==> config.mk <==
export PLATFORM = sky130hd
export DESIGN_NAME = line_rasterizer_flat
export DESIGN_NICKNAME = d
export VERILOG_FILES = /design/src/rtl/core/lrast_pkg.sv /design/src/rtl/core/lrast_cmd_if.sv /design/src/rtl/core/lrast_pix_if.sv /design/src/rtl/core/lrast_fifo.sv /design/src/rtl/core/lrast_front.sv /design/src/rtl/core/lrast_back.sv /design/src/rtl/core/line_rasterizer.sv /design/src/flat_wrapper.sv
export VERILOG_INCLUDE_DIRS = /design/src /design/src/rtl/core
export SDC_FILE = /design/constraint.sdc
export NUM_CORES = 1
export LEC_CHECK = 0
export BUFFER_PORTS_ARGS = -buffer_cell sky130_fd_sc_hd__buf_2
export CAP_MARGIN = 30
export CORE_MARGIN = 2
export CORE_UTILIZATION = 58
export CTS_CLUSTER_SIZE = 30
export DETAILED_ROUTE_END_ITERATION = 10
export HOLD_SLACK_MARGIN = 0.03
export PLACE_DENSITY = 0.79
export REMOVE_ABC_BUFFERS = 1
export SYNTH_ARGS = -nofsm -noshare
export SYNTH_HDL_FRONTEND = slang
export SYNTH_SLANG_ARGS = --single-unit
==> constraint.sdc <==
create_clock -name i_clk -period 7.6 [get_ports i_clk]
set_input_delay 1.52 -clock i_clk [delete_from_list [all_inputs] [get_ports i_clk]]
set_output_delay 1.52 -clock i_clk [all_outputs]
set_load 0.02 [all_outputs]
==> src/rtl/core/line_rasterizer_defines.svh <==
// assertion helpers shared by the rasterizer rtl
`ifndef LINE_RASTERIZER_DEFINES_SVH
`define LINE_RASTERIZER_DEFINES_SVH

`ifndef SYNTH
`define LRAST_ASSERT(label, clk, rst_n, prop, msg) \
    label: assert property (@(posedge clk) disable iff (!rst_n) prop) else $error(msg);
`define LRAST_ASSERT_NEXT(label, clk, rst_n, ante, cons, msg) \
    label: assert property (@(posedge clk) disable iff (!rst_n) (ante) |=> (cons)) \
        else $error(msg);
`else
`define LRAST_ASSERT(label, clk, rst_n, prop, msg)
`define LRAST_ASSERT_NEXT(label, clk, rst_n, ante, cons, msg)
`endif

`endif

==> src/rtl/core/lrast_pkg.sv <==
package lrast_pkg;

    typedef enum logic [0:0] {
        OP_LOAD = 1'b0,
        OP_STEP = 1'b1
    } t_opcode;

    typedef logic signed [1:0] t_step;

    localparam t_step STEP_NEG  = 2'sb11;
    localparam t_step STEP_ZERO = 2'sb00;
    localparam t_step STEP_POS  = 2'sb01;

    // per-line direction set handed from the front end to the stepper
    typedef struct packed {
        t_step diag_x;
        t_step diag_y;
        t_step axis_x;
        t_step axis_y;
    } t_dirs;

    localparam int DIRS_W = $bits(t_dirs);

    localparam int          PADDR_W         = 3;
    localparam int          PDATA_W         = 32;
    localparam int          COLOR_W         = 24;
    localparam logic [0:0]  REG_PIXEL_COLOR = 1'b0;
    localparam logic [23:0] COLOR_RESET     = 24'hFF0000;

endpackage

==> src/rtl/core/lrast_cmd_if.sv <==
interface lrast_cmd_if #(
    parameter int CW = 12
);
    logic                 valid;
    logic                 ready;
    logic [0:0]           opcode;
    logic signed [CW-1:0] start_x;
    logic signed [CW-1:0] start_y;
    logic signed [CW-1:0] end_x;
    logic signed [CW-1:0] end_y;

    modport source (output valid, opcode, start_x, start_y, end_x, end_y, input ready);
    modport sink   (input valid, opcode, start_x, start_y, end_x, end_y, output ready);
endinterface

==> src/rtl/core/lrast_pix_if.sv <==
interface lrast_pix_if #(
    parameter int CW = 12
);
    logic                 valid;
    logic                 ready;
    logic signed [CW-1:0] pixel_x;
    logic signed [CW-1:0] pixel_y;
    logic [23:0]          pixel_rgb;
    logic                 last_pixel;

    modport source (output valid, pixel_x, pixel_y, pixel_rgb, last_pixel, input ready);
    modport sink   (input valid, pixel_x, pixel_y, pixel_rgb, last_pixel, output ready);
endinterface

==> src/rtl/core/lrast_fifo.sv <==
`include "line_rasterizer_defines.svh"

module lrast_fifo #(
    parameter int WIDTH = 8,
    parameter int DEPTH = 2
) (
    input  logic             i_clk,
    input  logic             i_rst_n,
    input  logic             i_push,
    input  logic [WIDTH-1:0] i_data,
    output logic             o_full,
    input  logic             i_pop,
    output logic             o_empty,
    output logic [WIDTH-1:0] o_data
);
    localparam int PW = (DEPTH > 1) ? $clog2(DEPTH) : 1;
    localparam int CNTW = $clog2(DEPTH + 1);
    localparam logic [PW-1:0]   LAST_PTR = PW'(DEPTH - 1);
    localparam logic [CNTW-1:0] FULL_CNT = CNTW'(DEPTH);

    logic [WIDTH-1:0] r_mem [DEPTH];
    logic [PW-1:0]    r_wr_ptr, n_wr_ptr;
    logic [PW-1:0]    r_rd_ptr, n_rd_ptr;
    logic [CNTW-1:0]  r_count, n_count;
    logic             do_push, do_pop;

    assign o_full  = (r_count == FULL_CNT);
    assign o_empty = (r_count == '0);
    assign o_data  = r_mem[r_rd_ptr];
    assign do_push = i_push && !o_full;
    assign do_pop  = i_pop && !o_empty;

    always_comb begin
        n_wr_ptr = r_wr_ptr;
        n_rd_ptr = r_rd_ptr;
        n_count  = r_count;
        if (do_push) begin
            n_wr_ptr = (r_wr_ptr == LAST_PTR) ? '0 : r_wr_ptr + 1'b1;
        end
        if (do_pop) begin
            n_rd_ptr = (r_rd_ptr == LAST_PTR) ? '0 : r_rd_ptr + 1'b1;
        end
        if (do_push && !do_pop) begin
            n_count = r_count + 1'b1;
        end else if (do_pop && !do_push) begin
            n_count = r_count - 1'b1;
        end
    end

    always_ff @(posedge i_clk) begin
        if (!i_rst_n) begin
            r_wr_ptr <= '0;
            r_rd_ptr <= '0;
            r_count  <= '0;
        end else begin
            r_wr_ptr <= n_wr_ptr;
            r_rd_ptr <= n_rd_ptr;
            r_count  <= n_count;
        end
    end

    always_ff @(posedge i_clk) begin
        if (do_push) begin
            r_mem[r_wr_ptr] <= i_data;
        end
    end

    `LRAST_ASSERT(a_count_bound, i_clk, i_rst_n, r_count <= FULL_CNT, "queue count overrun")
    `LRAST_ASSERT_NEXT(a_ptr_gap, i_clk, i_rst_n, r_count == '0, r_count == '0 || r_rd_ptr != r_wr_ptr || r_count == FULL_CNT, "queue pointers out of step")

endmodule

==> src/rtl/core/lrast_front.sv <==
module lrast_front #(
    parameter int CW = 12
) (
    lrast_cmd_if.sink                 i_cmd,
    input  logic                      i_full,
    output logic                      o_push,
    output logic                      o_is_load,
    output logic [CW-1:0]             o_start_x,
    output logic [CW-1:0]             o_start_y,
    output logic [CW-1:0]             o_major,
    output logic [CW-1:0]             o_minor,
    output lrast_pkg::t_dirs          o_dirs
);
    import lrast_pkg::*;

    logic signed [CW:0] w, h;
    logic [CW:0]        w_neg, h_neg;
    logic [CW-1:0]      aw, ah;
    t_step              sx, sy;

    assign i_cmd.ready = !i_full;
    assign o_push      = i_cmd.valid && !i_full;
    assign o_is_load   = (i_cmd.opcode == OP_LOAD);
    assign o_start_x   = i_cmd.start_x;
    assign o_start_y   = i_cmd.start_y;

    always_comb begin
        w     = {i_cmd.end_x[CW-1], i_cmd.end_x} - {i_cmd.start_x[CW-1], i_cmd.start_x};
        h     = {i_cmd.end_y[CW-1], i_cmd.end_y} - {i_cmd.start_y[CW-1], i_cmd.start_y};
        w_neg = -w;
        h_neg = -h;
        aw    = w[CW] ? w_neg[CW-1:0] : w[CW-1:0];
        ah    = h[CW] ? h_neg[CW-1:0] : h[CW-1:0];
        sx    = w[CW] ? STEP_NEG : ((w == '0) ? STEP_ZERO : STEP_POS);
        sy    = h[CW] ? STEP_NEG : ((h == '0) ? STEP_ZERO : STEP_POS);

        o_dirs.diag_x = sx;
        o_dirs.diag_y = sy;
        // tie goes to y as the major axis
        if (aw > ah) begin
            o_major       = aw;
            o_minor       = ah;
            o_dirs.axis_x = sx;
            o_dirs.axis_y = STEP_ZERO;
        end else begin
            o_major       = ah;
            o_minor       = aw;
            o_dirs.axis_x = STEP_ZERO;
            o_dirs.axis_y = sy;
        end
    end

endmodule

==> src/rtl/core/lrast_back.sv <==
`include "line_rasterizer_defines.svh"

module lrast_back #(
    parameter int CW = 12
) (
    input  logic                         i_clk,
    input  logic                         i_rst_n,
    input  logic                         i_empty,
    output logic                         o_pop,
    input  logic                         i_is_load,
    input  logic [CW-1:0]                i_start_x,
    input  logic [CW-1:0]                i_start_y,
    input  logic [CW-1:0]                i_major,
    input  logic [CW-1:0]                i_minor,
    input  lrast_pkg::t_dirs             i_dirs,
    input  logic [lrast_pkg::COLOR_W-1:0] i_color,
    lrast_pix_if.source                  o_pix
);
    import lrast_pkg::*;

    logic [CW-1:0]  r_cur_x, r_cur_y;
    logic [CW:0]    r_err, r_left;
    logic [CW-1:0]  r_major, r_minor;
    t_dirs          r_dirs;
    logic           r_busy;

    logic           r_out_valid;
    logic [CW-1:0]  r_out_x, r_out_y;
    logic [COLOR_W-1:0] r_out_rgb;
    logic           r_out_last;

    logic [CW:0]    sum, n_err, n_left;
    logic           go_diag, do_step;
    t_step          mx, my;
    logic [CW-1:0]  n_x, n_y;

    assign o_pop   = !i_empty && (!r_out_valid || o_pix.ready);
    assign do_step = o_pop && !i_is_load && r_busy;

    always_comb begin
        sum     = r_err + {1'b0, r_minor};
        go_diag = (sum >= {1'b0, r_major});
        n_err   = go_diag ? sum - {1'b0, r_major} : sum;
        mx      = go_diag ? r_dirs.diag_x : r_dirs.axis_x;
        my      = go_diag ? r_dirs.diag_y : r_dirs.axis_y;
        n_x     = r_cur_x + {{(CW-2){mx[1]}}, mx};
        n_y     = r_cur_y + {{(CW-2){my[1]}}, my};
        n_left  = r_left - 1'b1;
    end

    always_ff @(posedge i_clk) begin
        if (!i_rst_n) begin
            r_busy      <= 1'b0;
            r_out_valid <= 1'b0;
        end else begin
            if (o_pop && i_is_load) begin
                r_busy <= 1'b1;
            end else if (do_step) begin
                r_busy <= (n_left != '0);
            end
            if (do_step) begin
                r_out_valid <= 1'b1;
            end else if (o_pix.ready) begin
                r_out_valid <= 1'b0;
            end
        end
    end

    always_ff @(posedge i_clk) begin
        if (o_pop && i_is_load) begin
            r_cur_x <= i_start_x;
            r_cur_y <= i_start_y;
            r_major <= i_major;
            r_minor <= i_minor;
            r_dirs  <= i_dirs;
            r_err   <= {2'b00, i_major[CW-1:1]};
            r_left  <= {1'b0, i_major} + 1'b1;
        end else if (do_step) begin
            r_cur_x <= n_x;
            r_cur_y <= n_y;
            r_err   <= n_err;
            r_left  <= n_left;
        end
        if (do_step) begin
            r_out_x    <= r_cur_x;
            r_out_y    <= r_cur_y;
            r_out_rgb  <= i_color;
            r_out_last <= (r_left == {{CW{1'b0}}, 1'b1});
        end
    end

    assign o_pix.valid      = r_out_valid;
    assign o_pix.pixel_x    = r_out_x;
    assign o_pix.pixel_y    = r_out_y;
    assign o_pix.pixel_rgb  = r_out_rgb;
    assign o_pix.last_pixel = r_out_last;

    `LRAST_ASSERT(a_busy_left, i_clk, i_rst_n, r_busy |-> (r_left != '0), "busy with no pixels left")
    `LRAST_ASSERT(a_err_bound, i_clk, i_rst_n, r_busy |-> (r_err <= {1'b0, r_major}), "error above major length")
    `LRAST_ASSERT_NEXT(a_last_idle, i_clk, i_rst_n, do_step && (n_left == '0), !r_busy && r_out_valid && r_out_last, "last pixel did not end the line")
    `LRAST_ASSERT_NEXT(a_step_out, i_clk, i_rst_n, do_step, r_out_valid, "step word lost")

endmodule

==> src/rtl/core/line_rasterizer.sv <==
// line rasterizer: walks an integer line one pixel per step word
// channels: i_cmd carries command words (opcode load or step with the two
// endpoints), o_pix carries pixel words (x, y, colour, last flag); both use
// valid/ready, a word moves when both are high. the colour register sits at
// apb address 0 and may be written only while no line is in flight.
// a load word sets up a new line and gives no pixel; each step word while a
// line is running gives one pixel, the final one flagged last; a step word
// with no line running is dropped.
// throughput: one command word per cycle while o_pix.ready is high; the error
// add, compare and coordinate update in the stepper are combinational.
// a step word accepted into the two-entry command queue is popped once it
// is at the head and the output register is free or being taken; the pop
// loads its pixel into the output register, where the sink can take it.
// when o_pix.ready is low the pixel is held, the stepper stops and the queue
// fills; i_cmd.ready drops once both queue entries are taken.
// reset clears the queue, the output register and the running line, and sets
// the colour to pure red; no clearing pass is needed.
module line_rasterizer #(
    parameter int COORD_BITS = 12
) (
    input  logic                                i_clk,
    input  logic                                i_rst_n,
    lrast_cmd_if.sink                           i_cmd,
    lrast_pix_if.source                         o_pix,
    input  logic                                psel,
    input  logic                                penable,
    input  logic                                pwrite,
    input  logic [lrast_pkg::PADDR_W-1:0]       paddr,
    input  logic [lrast_pkg::PDATA_W-1:0]       pwdata,
    output logic [lrast_pkg::PDATA_W-1:0]       prdata,
    output logic                                pready
);
    import lrast_pkg::*;

    localparam int CW      = COORD_BITS;
    localparam int ENTRY_W = 1 + 4 * CW + DIRS_W;

    logic [COLOR_W-1:0] r_color;
    logic               reg_sel;

    logic               push, full, pop, empty;
    logic               f_is_load, b_is_load;
    logic [CW-1:0]      f_x, f_y, f_major, f_minor;
    logic [CW-1:0]      b_x, b_y, b_major, b_minor;
    t_dirs              f_dirs, b_dirs;
    logic [ENTRY_W-1:0] q_in, q_out;

    // register decode uses the word address
    assign reg_sel = (paddr[2] == REG_PIXEL_COLOR);
    assign pready  = 1'b1;
    assign prdata  = reg_sel ? {{(PDATA_W-COLOR_W){1'b0}}, r_color} : '0;

    always_ff @(posedge i_clk) begin
        if (!i_rst_n) begin
            r_color <= COLOR_RESET;
        end else if (psel && penable && pwrite && pready && reg_sel) begin
            r_color <= pwdata[COLOR_W-1:0];
        end
    end

    lrast_front #(.CW(CW)) u_front (
        .i_cmd     (i_cmd),
        .i_full    (full),
        .o_push    (push),
        .o_is_load (f_is_load),
        .o_start_x (f_x),
        .o_start_y (f_y),
        .o_major   (f_major),
        .o_minor   (f_minor),
        .o_dirs    (f_dirs)
    );

    assign q_in = {f_is_load, f_x, f_y, f_major, f_minor, f_dirs};
    assign {b_is_load, b_x, b_y, b_major, b_minor, b_dirs} = q_out;

    lrast_fifo #(.WIDTH(ENTRY_W), .DEPTH(2)) u_queue (
        .i_clk   (i_clk),
        .i_rst_n (i_rst_n),
        .i_push  (push),
        .i_data  (q_in),
        .o_full  (full),
        .i_pop   (pop),
        .o_empty (empty),
        .o_data  (q_out)
    );

    lrast_back #(.CW(CW)) u_back (
        .i_clk     (i_clk),
        .i_rst_n   (i_rst_n),
        .i_empty   (empty),
        .o_pop     (pop),
        .i_is_load (b_is_load),
        .i_start_x (b_x),
        .i_start_y (b_y),
        .i_major   (b_major),
        .i_minor   (b_minor),
        .i_dirs    (b_dirs),
        .i_color   (r_color),
        .o_pix     (o_pix)
    );

endmodule
==> src/flat_wrapper.sv <==
// flat-port wrapper written by rule: the top's interface ports become plain ports
module line_rasterizer_flat import lrast_pkg::*;
#(
    parameter int COORD_BITS = 12
)
  (i_clk, i_rst_n, psel, penable, pwrite, paddr, pwdata, prdata, pready, i_cmd_valid, i_cmd_opcode, i_cmd_start_x, i_cmd_start_y, i_cmd_end_x, i_cmd_end_y, i_cmd_ready, o_pix_valid, o_pix_pixel_x, o_pix_pixel_y, o_pix_pixel_rgb, o_pix_last_pixel, o_pix_ready);
  lrast_cmd_if i_cmd_i ();
  lrast_pix_if o_pix_i ();
  input  logic i_clk;
  input  logic i_rst_n;
  input  logic psel;
  input  logic penable;
  input  logic pwrite;
  input  logic [lrast_pkg::PADDR_W-1:0] paddr;
  input  logic [lrast_pkg::PDATA_W-1:0] pwdata;
  output logic [lrast_pkg::PDATA_W-1:0] prdata;
  output logic pready;
  input wire logic [$bits(i_cmd_i.valid)-1:0] i_cmd_valid;
  input wire logic [$bits(i_cmd_i.opcode)-1:0] i_cmd_opcode;
  input wire logic [$bits(i_cmd_i.start_x)-1:0] i_cmd_start_x;
  input wire logic [$bits(i_cmd_i.start_y)-1:0] i_cmd_start_y;
  input wire logic [$bits(i_cmd_i.end_x)-1:0] i_cmd_end_x;
  input wire logic [$bits(i_cmd_i.end_y)-1:0] i_cmd_end_y;
  output wire logic [$bits(i_cmd_i.ready)-1:0] i_cmd_ready;
  output wire logic [$bits(o_pix_i.valid)-1:0] o_pix_valid;
  output wire logic [$bits(o_pix_i.pixel_x)-1:0] o_pix_pixel_x;
  output wire logic [$bits(o_pix_i.pixel_y)-1:0] o_pix_pixel_y;
  output wire logic [$bits(o_pix_i.pixel_rgb)-1:0] o_pix_pixel_rgb;
  output wire logic [$bits(o_pix_i.last_pixel)-1:0] o_pix_last_pixel;
  input wire logic [$bits(o_pix_i.ready)-1:0] o_pix_ready;
  assign i_cmd_i.valid = i_cmd_valid;
  assign i_cmd_i.opcode = i_cmd_opcode;
  assign i_cmd_i.start_x = i_cmd_start_x;
  assign i_cmd_i.start_y = i_cmd_start_y;
  assign i_cmd_i.end_x = i_cmd_end_x;
  assign i_cmd_i.end_y = i_cmd_end_y;
  assign i_cmd_ready = i_cmd_i.ready;
  assign o_pix_valid = o_pix_i.valid;
  assign o_pix_pixel_x = o_pix_i.pixel_x;
  assign o_pix_pixel_y = o_pix_i.pixel_y;
  assign o_pix_pixel_rgb = o_pix_i.pixel_rgb;
  assign o_pix_last_pixel = o_pix_i.last_pixel;
  assign o_pix_i.ready = o_pix_ready;
  line_rasterizer #(.COORD_BITS(COORD_BITS)) u_core (.i_clk(i_clk), .i_rst_n(i_rst_n), .i_cmd(i_cmd_i), .o_pix(o_pix_i), .psel(psel), .penable(penable), .pwrite(pwrite), .paddr(paddr), .pwdata(pwdata), .prdata(prdata), .pready(pready));
endmodule
==> results.txt <==
The final hold violation count is 0, and the fraction of layout cells with a size suffix above 1 is 0.185. In the final layout, flip-flops and latches occupy 7960 um^2. Synthesis handed over a netlist of 1301 instances.

The average via count per standard cell was 5.71. The run gives 0.593 as the starting density of the core. For the H-tree depth, the log shows 1. The placement-stage cell area was 16100 um^2. Along the worst path, the maximum fanout reaches 9.

For the footprint of the multi-input gates, the log shows 6500 um^2. The first-pass GRT wire length was 50.3 mm. The run gives 0 ns as the setup TNS. The number of port buffers works out to 155.

The logs give 0.447 ns for the worst hold margin and 5 for the first-pass iteration count of the detailed router. By area the synthesized netlist is led by sky130_fd_sc_hd__edfxtp_1 (49%), sky130_fd_sc_hd__ha_1 (7.6%), sky130_fd_sc_hd__mux2i_1 (4.5%), sky130_fd_sc_hd__dfxtp_1 (4.4%), sky130_fd_sc_hd__xnor2_1 (3.4%). After clock tree synthesis, the clock-pin slew on the worst setup and hold paths is 0.06 ns. The worst hold path class was reg -> reg.

Based on the critical path, the design can be clocked at up to 151 MHz. TritonCTS built the clock tree. The final number of max-transition violations is 0. From synthesis to final layout, the design area changed by 14.7%. The clock drives 276 sinks. The cell type contributing the most total cell area after synthesis is sky130_fd_sc_hd__edfxtp_1.

The layout has 1853 filler cells. In the post-synthesis netlist, the cell with the most instances is sky130_fd_sc_hd__edfxtp_1. The share of synthesized flip-flops with an asynchronous set or reset was 0; the number of setup buffers added after CTS was 0. The logs give 0.680 for the final design utilization and 0.97 ns for the worst setup slack for register-to-register paths. Clock skew on the completed layout was measured at 0.0244 ns.

Transition time of the tightest slew-check pin: 0.909 ns. In this run the cell area of the synthesized design comes to 15000 um^2. The run gives 10083 as the via count of the first global-routing pass. Once detail routing completed, the nets flagged for antenna violations numbered 0.

The worst setup path is launched from a flop. The beginning of the worst hold path was u_core.r_color[4]. During synthesis, Yosys emitted a total of 0 warnings. Summed over all nets, the half-perimeter wirelength after detailed placement is 22.0 mm. Area fraction of the dominant cell type after synthesis: 0.487.

In this run, synthesis produced a sequential element count of 276. The tools report the TritonCTS buffer count as 29. The worst setup path is captured at a flop. Kind of critical path: reg -> reg. By count the netlist is led by sky130_fd_sc_hd__edfxtp_1 (243), sky130_fd_sc_hd__nand2_1 (98), sky130_fd_sc_hd__inv_1 (94), sky130_fd_sc_hd__ha_1 (91), sky130_fd_sc_hd__nor2_1 (84). The portion of the post-synthesis area used by sequential elements is 0.531, and the cts-stage hold buffer count is 0.

The worst flop-to-flop path endpoint was u_core.u_back.r_cur_y[10]. After detailed routing, the average wire length per cell comes to 17.4 um. For this block, the via count after detailed routing is 10369. In this run, the number of DRC markers left after iteration 0 of detailed routing was 760.

For hold timing, the worst endpoint is u_core.u_back.o_pix.pixel_rgb[4]. The floorplan die area was 27100 um^2. In this run the standard cell core region covers 25300 um^2. Data on the critical path arrives at its endpoint at 7.05 ns. In the synthesized netlist the dominant register cell turns out to be sky130_fd_sc_hd__edfxtp_1. For the worst flop-to-flop path, the logic depth is 23. The portion of the clock cycle consumed by the worst path in the final layout was 0.873; the number of max-cap violations was 0.

After floorplanning, the core was divided into 58 placement rows. The final instance area is 17200 um^2, and the number of remaining DRC errors is 0. The mean instance size in the synthesized netlist is 11.5 um^2. The startpoint identified for the worst register-to-register timing path is u_core.u_back.r_minor[1]. Setup repair after global routing left no endpoint under its margin. Setup violations remaining at the end of the flow were counted as 0. Routability-driven placement finished with a final weighted congestion of 0.883. In this run the horizontal extent of the chip is 165 um. The flow ran to the end, and the final reports show no timing, DRC or antenna violations. 0 antenna diodes ended up in the layout. The post-detailed-routing wire length is 31.5 mm, and the required time at the worst-slack endpoint is 8.02 ns. Yosys mapped a number of flops with a built-in enable equal to 243. The instance count along the most critical hold path works out to 0. The run gives 3 as the maximum buffer depth of the clock tree. Tightest slew margin relative to the limit: 0.394. Number of unique standard cell types used by synthesis: 80.

The count of instances resized after the clock tree is built is 0, and the number of top-level design ports is 175. The tools report the library cell used as clock root buffer as sky130_fd_sc_hd__clkbuf_16. The die is 165 um tall.

The final global-route overflow total was 0; the total global routing track utilization was 0.234. After layout, the minimum clock period comes to 6.63 ns. Entering global routing, the biggest net connects 59 pins. The net count of the finished layout is 1651.

The number of antenna violations at the first check in global routing came out at 0. The clock reaches the later pin of the worst-skew pair after 0.56 ns.
==> critical path: stages (launching register included) <==
cell	delay, ns
sky130_fd_sc_hd__edfxtp_1	0.42
sky130_fd_sc_hd__ha_1	0.31
sky130_fd_sc_hd__a21o_1	0.12
sky130_fd_sc_hd__a21oi_1	0.12
sky130_fd_sc_hd__o21a_1	0.22
sky130_fd_sc_hd__o31ai_1	0.42
sky130_fd_sc_hd__nor2_1	0.10
sky130_fd_sc_hd__xnor2_1	0.22
sky130_fd_sc_hd__ha_1	0.36
sky130_fd_sc_hd__and3_1	0.21
sky130_fd_sc_hd__a21oi_1	0.18
sky130_fd_sc_hd__a41oi_1	0.32
sky130_fd_sc_hd__nor3_2	0.73
sky130_fd_sc_hd__mux2_2	0.46
sky130_fd_sc_hd__ha_1	0.22
sky130_fd_sc_hd__fa_1	0.41
sky130_fd_sc_hd__a21o_1	0.18
sky130_fd_sc_hd__a21oi_1	0.23
sky130_fd_sc_hd__o21bai_1	0.10
sky130_fd_sc_hd__a21oi_1	0.27
sky130_fd_sc_hd__o21bai_1	0.14
sky130_fd_sc_hd__a211o_1	0.33
sky130_fd_sc_hd__a2111o_1	0.37
sky130_fd_sc_hd__nand3_1	0.09
==> through the flow <==
stage               setup WS, ns  instances
finish                     0.966       1816
global route               0.591       1816
CTS                         1.06       1816
detailed placement          1.07       1762
global placement            1.15       1761
floorplan                   1.67       1265
==> flip-flops by register name, indices dropped and copies added (netlist names), 2 cells and up, named ones only <==
name and cells:
u_core.u_back.r_major 12, u_core.u_back.r_dirs 8, u_core.u_back.o_pix.pixel_y 12, u_core.u_back.r_left 13, u_core.u_back.r_err 13, u_core.u_queue.r_mem 114, u_core.u_back.r_cur_x 12, u_core.u_back.r_cur_y 12
u_core.u_queue.r_count 2, u_core.r_color 24, u_core.u_back.o_pix.pixel_rgb 24, u_core.u_back.r_minor 12, u_core.u_back.o_pix.pixel_x 12
==> layout by cell type, fill, tap and decap left out, drive strengths merged, types with 44 or more instances in the layout <==
cell type / Yosys / final
xnor2: 59 / 59
a21oi: 56 / 56
edfxtp: 243 / 243
inv: 95 / 96
nand2: 98 / 98
o21ai: 44 / 44
mux2i: 67 / 67
ha: 91 / 91
buf: 20 / 167
nor2: 84 / 84
==> area by class of cell <==
cell class | instances | area share
flip-flops and latches | 276 | 0.463
clock buffers | 31 | 0.0427
inverters | 96 | 0.0210
well taps | 330 | 0.0240
repair buffers | 167 | 0.0508
multi-input cells | 893 | 0.378
clock inverters | 23 | 0.0200
==> routing by layer <==
| metal | up-vias | share of wire | GRT usage | wire length (um) |
|---|---|---|---|---|
| met2 | 330 | 0.49 | 0.419 | 15400 |
| met4 | 0 | 0.024 | 0.0597 | 757 |
| met3 | 55 | 0.062 | 0.0296 | 1950 |
| li1 | 5052 | - | - | - |
| met5 | - | 0 | 0 | 0 |
| met1 | 4932 | 0.43 | 0.302 | 13500 |
==> kinds of logic (layout without fill, tap and decap cells) <==
group                      after synthesis  count (layout)  synth area share
AOI/OAI and AO/OA                      236             236             0.107
xor gates and xnor gates                87              87            0.0513
adders and majority gates               97              97            0.0840
buffers and inverters                  139             317            0.0377
DFF                                    276             276             0.531
muxes                                  100             100            0.0695
other                                    2               9          0.000501
and+or+nand+nor                        364             364             0.119
==> worst max path at each step <==
stage / startpoint / slack [ns] / endpoint
final: u_core.u_back.r_minor[1] / 0.97 / u_core.u_back.r_cur_y[10]
after global routing: u_core.u_back.r_minor[1] / 0.59 / u_core.u_back.r_cur_y[10]
after CTS: u_core.u_back.r_err[1] / 1.06 / u_core.u_back.r_cur_y[10]
after detailed placement: i_cmd_end_x[0] / 1.07 / u_core.u_queue.r_mem[1][8]
after global placement: i_cmd_end_x[0] / 1.15 / u_core.u_queue.r_mem[0][18]
after floorplan: i_cmd_end_x[0] / 1.67 / u_core.u_queue.r_mem[0][10]
Power is not shown: default switching activity piles up to over one toggle a cycle in this logic, so the estimate is an artifact.
